`config.mk`:
```
export PLATFORM = sky130hd
export DESIGN_NAME = bsc_udiv
export DESIGN_NICKNAME = d
export VERILOG_FILES = /design/src/sv/bsc_pkg.sv /design/src/sv/bsc_udiv.sv
export SDC_FILE = /design/constraint.sdc
export NUM_CORES = 2
export LEC_CHECK = 0
export BUFFER_PORTS_ARGS = -buffer_cell sky130_fd_sc_hd__buf_2
export CAP_MARGIN = 15
export CORE_MARGIN = 3
export CORE_UTILIZATION = 40
export CTS_BUF_LIST = sky130_fd_sc_hd__clkbuf_4 sky130_fd_sc_hd__clkbuf_8 sky130_fd_sc_hd__clkbuf_16
export DETAILED_ROUTE_END_ITERATION = 7
export SETUP_SLACK_MARGIN = 0.15
export SLEW_MARGIN = 25
export SYNTH_ARGS = -nofsm -noshare
export SYNTH_HDL_FRONTEND = slang
export SYNTH_SLANG_ARGS = --single-unit
```
`constraint.sdc`:
```
create_clock -name clk -period 6.45 [get_ports clk]
set_clock_uncertainty 0.15 [all_clocks]
set_input_delay 0.9675 -clock clk [delete_from_list [all_inputs] [get_ports clk]]
set_output_delay 0.9675 -clock clk [all_outputs]
set_load 0.005 [all_outputs]
```
`src/sv/bsc_pkg.sv`:
```
// ----------------------------------------------------------------------------
// bsc_pkg - barometric sensor compensation package
// Shared types and constants for the compensation pipeline.
// ----------------------------------------------------------------------------
`default_nettype none
package bsc_pkg;

    // divider depth in stages, one quotient bit per stage
    localparam int DivLat = 32;

    // configuration register indexes
    localparam logic [2:0] CFG_AC_SIGNED   = 3'd0;
    localparam logic [2:0] CFG_AC_UNSIGNED = 3'd1;
    localparam logic [2:0] CFG_B_M         = 3'd2;
    localparam logic [2:0] CFG_OVERSAMPLE  = 3'd3;

    localparam logic [31:0] B6_OFFSET = 32'd4000;
    localparam logic [31:0] C_3038    = 32'd3038;
    localparam logic [31:0] C_M7357   = 32'hFFFF_E343;
    localparam logic [31:0] C_3791    = 32'd3791;
    localparam logic [31:0] C_50000   = 32'd50000;
    localparam logic [31:0] C_32768   = 32'd32768;

    // sideband carried alongside the temperature divider
    typedef struct packed {
        logic [31:0] x1;
        logic [31:0] up;
        logic        neg;
        logic        err;
    } div1_side_t;

    // sideband carried alongside the pressure divider
    typedef struct packed {
        logic [31:0] t;
        logic        big;
        logic        err;
    } div2_side_t;

endpackage
`default_nettype wire

```
`src/sv/bsc_udiv.sv`:
```
// ----------------------------------------------------------------------------
// bsc_udiv - pipelined unsigned divider
// 32-bit restoring division, one quotient bit per register stage.
// ----------------------------------------------------------------------------
`default_nettype none
module bsc_udiv (
    input  wire logic        clk,
    input  wire logic        en,
    input  wire logic [31:0] num,
    input  wire logic [31:0] den,
    output logic      [31:0] quo
);

    logic [31:0] rem_reg [bsc_pkg::DivLat];
    logic [31:0] num_reg [bsc_pkg::DivLat];
    logic [31:0] den_reg [bsc_pkg::DivLat];
    logic [31:0] quo_reg [bsc_pkg::DivLat];

    for (genvar k = 0; k < bsc_pkg::DivLat; k++) begin : g_stage
        logic [31:0] rem_in;
        logic [31:0] num_in;
        logic [31:0] den_in;
        logic [31:0] quo_in;
        logic [32:0] trial;
        logic [32:0] diff;

        if (k == 0) begin : g_first
            assign rem_in = '0;
            assign num_in = num;
            assign den_in = den;
            assign quo_in = '0;
        end else begin : g_next
            assign rem_in = rem_reg[k-1];
            assign num_in = num_reg[k-1];
            assign den_in = den_reg[k-1];
            assign quo_in = quo_reg[k-1];
        end

        // shift in next numerator bit, subtract if it fits
        assign trial = {rem_in, num_in[31]};
        assign diff  = trial - {1'b0, den_in};

        always_ff @(posedge clk)
        begin
            if (en)
            begin
                rem_reg[k] <= diff[32] ? trial[31:0] : diff[31:0];
                num_reg[k] <= {num_in[30:0], 1'b0};
                den_reg[k] <= den_in;
                quo_reg[k] <= {quo_in[30:0], ~diff[32]};
            end
        end
    end

    assign quo = quo_reg[bsc_pkg::DivLat-1];

endmodule
`default_nettype wire

```
Word level (Yosys, flattened, before mapping)
Memory sizes are Yosys's and may differ from the RTL's.
Index checks and enable logic that the tools add are counted.
Cells by class
  add/subtract/negate cells: 32
  multiplexer cells: 34
  bitwise logic cells: 32
Operator list (number)
  $mux W32: 32
  $sub A33 B32 Y33: 31
  $sub A1 B32 Y33: 1
  $not A1 Y1: 32
  $mux W1: 2
Word-level totals
  flip-flop bits (word level): 0
  bits in writable memories: 4064
  input bits: 66
  output and inout bits: 32
  logic and storage cells: 102
  memories: 4
Memory list
  den_reg: words 32, width 32, rd ports 31, clocked after memory_dff 0, write ports 32, RTL line bsc_udiv.sv:16  | logic [31:0] den_reg [bsc_pkg::DivLat];
  quo_reg: words 32, width 32, rd ports 32, clocked after memory_dff 0, write ports 32, RTL line bsc_udiv.sv:17  | logic [31:0] quo_reg [bsc_pkg::DivLat];
  rem_reg: words 32, width 32, rd ports 31, clocked after memory_dff 0, write ports 32, RTL line bsc_udiv.sv:14  | logic [31:0] rem_reg [bsc_pkg::DivLat];
  num_reg: words 32, width 31, rd ports 31, clocked after memory_dff 0, write ports 32, RTL line bsc_udiv.sv:15  | logic [31:0] num_reg [bsc_pkg::DivLat];

Depth between registers and ports, before layout
An unclocked memory read counts as a cell.
  depth in word-level cells: 3
  depth in mapped cells: 16
  gate-level depth less buffers: 15

Worst setup path after synthesis
OpenSTA, ideal clock, no wires.
  kind: register -> register
  start: memory rem_reg[21][6] (netlist: rem_reg[1][166])
  end: memory rem_reg[22][7] (netlist: rem_reg[1][199]), data pin
  setup time: 0.260 ns
  arrival time: 3.550 ns
  data required time: 6.040 ns
  setup slack: 2.490 ns
  stages on the path, launching flop included: 11
  path buffers: 1
  clock period less this slack: 3.960 ns
  path through: edfxtp_1 > ha_1 > a2111oi_0 > a211oi_1 > a211o_1 > a21o_1 > a221oi_2 > o211ai_1 > xor2_1 > clkbuf_1 > mux2_2
RTL lines (RTL line)
  start, declared: bsc_udiv.sv:14

==> flow_metrics.tcl <==
set metrics [dict create \
    crit_path_start "den_reg[1][416]" \
    reg2reg_slack_ns 1.28 \
    drtIter0Drc 4736 \
    clock_latency_ns 0.93 \
    synth_top_area_cell "edfxtp_1" \
    crit_type "reg2reg" \
    routed_via_density 5.123 \
    io_pins 98 \
    grt_pass1_vias 90360 \
    postCtsSetupBuffers 0 \
    wl_um 286500 \
    drc_errors 0 \
    clockPowerShare 0.218 \
    core-area_sq_um 379200 \
    vias 88880 \
    wl_per_cell_um 16.52 \
    die_area_sq_um 388700 \
    ant_nets 0 \
    cpPeakStageDelay_ns 0.58 \
    antenna_found_initial 3 \
    hold_class "in2reg" \
    worst-endpoint-arrival_ns 5.66 \
    synth_area_leaders "edfxtp_1 (59%), ha_1 (8.1%), mux2_2 (5.5%)" \
    fin_hold_ws_ns 0.1169 \
    relSlewSlack 0.2919 \
    whs_path_depth 1 \
    instances_no_fill 17350 \
    ys_async_sr_fraction 0 \
    die_h_um 623.4 \
    yosys_warnings 0 \
    drv_cap 0 \
    ys_ff_latch 3008 \
    n_fill_cell 33860 \
    ctsLongestPathBuffers 4 \
    critPathRequiredTime_ns 6.94 \
    min_period_over_period 0.8021 \
    grt_overflow 0 \
    syn_area_sq_um 152500 \
    syn_area_per_cell_sq_um 13.04 \
    intPower_w 0.05985 \
    ir_drop_v 0.0004463 \
    worst_slack_ns 1.277 \
    worst_pin_slew_ns 1.062 \
    cts_sinks 3008 \
    synthCells 11690 \
    synth_top_area_frac 0.5923 \
    synth-edff-count 3008 \
    start_util 0.4022 \
    p_total_w 0.09041 \
    r2r-end "rem_reg[1][451]" \
    worst_hold_path.endpoint "num_reg[0][9]" \
    end_kind "flop" \
    layout.nets 13150 \
    rows 226 \
    cp_cell_sequence "ha_1, fa_1, nor2b_1, o31a_1, nor3_1, o21a_1, o21ai_0, nor4b_1, o31ai_1, nand2b_1, mux2i_1, nor2_1, inv_1, buf_4, mux2_2" \
    grt_max_degree 163 \
    area.growth.synth_to_final_pct 12.53 \
    synthDistinctLibCells 100 \
    clkTransAtPathRegs_ns 0.06 \
    grt_pass1_wl_um 467500 \
    p_per_area_nw_per_um2 526.8 \
    r2r-start "den_reg[1][416]" \
    drive_gt1_frac 0.1342 \
    cts-root-buf "clkbuf_16" \
    cts-buffers-inserted 343 \
    slowest_stage "nor4b_1" \
    path_max_fanout 26 \
    power_leakage_nw 68.25 \
    rsz0062_at_grt "no" \
    final-hold-violation-count 0 \
    dr.pass1.iters 7 \
    cts_tree "built" \
    cts_max_level 5 \
    hp-start "num[9]" \
    reg2regPathDepth 15 \
    synth_flop_cell "edfxtp_1" \
    seq_power_share 0.345 \
    fin_setup_tns_ns 0 \
    finalSetupViolations 0 \
    dp_slack_ns 1.291 \
    hpwl_um 205900 \
    hold_buffers 24 \
    combPwrFrac 0.438 \
    dp_cells 16710 \
    port_buffers 97 \
    min_period_ns 5.173 \
    finalMaxSlewViolations 0 \
    crit_path_start_kind "flop" \
    die_w_um 623.4 \
    grt.total_usage 0.1452 \
    swShare 0.3380 \
    max_freq_mhz 193.3 \
    cts.repair.resized 0 \
    status "finished clean" \
    yosysSeqAreaShare 0.5923 \
    gp_congestion 0.8980 \
    p_sw_w 0.03056 \
]
worst max path at each step:
stage,depth (start not counted),endpoint,slack [ns]
after floorplan,10,rem_reg[1][199],2.49
after global placement,14,rem_reg[0][290],1.24
after detailed placement,14,rem_reg[0][299],1.29
after CTS,14,rem_reg[0][318],1.20
after global routing,14,rem_reg[0][318],0.97
final,15,rem_reg[1][451],1.28
synth_stat cells (23+ instances only):
cell      count
inv_1      1207
a21oi_1     836
o31a_1       44
or3_1        30
clkbuf_1    122
xnor2_1     538
o211ai_1     42
xor2_1      281
nor2b_1     145
and3_1       75
o21bai_1     68
a21boi_0     32
fa_1         30
mux2_2      743
a31oi_1     109
a21o_1      447
a211oi_1     80
a211o_1      44
nor2_1      516
and2_1       42
o21ai_0     482
a221oi_1     23
o31ai_1      69
mux2_4       53
nand3_1     146
nor3_1       95
mux2i_1      72
nand2b_1    102
o21a_1      167
edfxtp_1   3008
buf_2        53
nand4_1      89
nand2_1     482
ha_1        993
a31o_2       27
power by group through the flow:
stage               clock network (W)  registers (W)  logic, W
floorplan                           0         0.0302    0.0319
global placement                    0         0.0316    0.0387
detailed placement                  0         0.0316    0.0392
CTS                            0.0204         0.0312    0.0396
global route                   0.0212         0.0316    0.0442
finish                         0.0197         0.0312    0.0396
area by class of cell:
cell class              count  area [sq um]  area share
diodes                      1         2.502  0.00001458
flip-flops and latches   3008         90330      0.5264
clock inverters           198          2317     0.01350
well taps                5016          6276     0.03657
clock buffers             415          9159     0.05337
repair buffers            216          1832     0.01067
inverters                1207          4531     0.02640
multi-input cells        7289         57160      0.3331
critical path: cells and delay by family, from the launching register on:
| family | cells | cell delay [ns] |
|---|---|---|
| multiplexers | 2 | 0.40 |
| flip-flops | 1 | 0.39 |
| buffers and inverters | 2 | 0.64 |
| AND/OR/NAND/NOR | 5 | 1.53 |
| AO/OA/AOI/OAI | 4 | 1.15 |
| adder cells (fa/ha/maj) | 2 | 0.63 |
per-layer routing:
| metal | up-vias | part of all wire | global-route usage |
|---|---|---|---|
| met1 | 42700 | 0.40 | 0.1670 |
| met5 | - | 0.000073 | 0 |
| met4 | 4 | 0.039 | 0.05505 |
| li1 | 44340 | - | - |
| met3 | 579 | 0.034 | 0.02064 |
| met2 | 1251 | 0.52 | 0.2710 |
cells in the final DEF, fill, tap and decap left out, types with 345 or more instances in the layout:
cell / synthesis / final
inv_1: 1207 / 1207
mux2_2: 743 / 743
edfxtp_1: 3008 / 3008
nor2_1: 516 / 516
o21ai_0: 482 / 482
a21oi_1: 836 / 836
nand2_1: 482 / 482
clkbuf_16: 0 / 345
ha_1: 993 / 993
xnor2_1: 538 / 531
a21o_1: 447 / 447
through the flow:
step                      utilization  area (sq um)
after floorplan                     -        152500
after global placement         0.4211        159700
after detailed placement       0.4214        159800
after CTS                      0.4523        171500
after global routing           0.4526        171600
final                          0.4526        171600
logic make-up after synthesis:
family	count (synthesis)	synth area share
other cells	1	0.00002459
fa+ha+maj	1023	0.08541
flops	3008	0.5923
xor+xnor	821	0.04725
buf+inv	1410	0.03595
mux	869	0.06488
compound gates	2712	0.1155
simple gates	1849	0.05867
(Power assumes the default switching activity.)
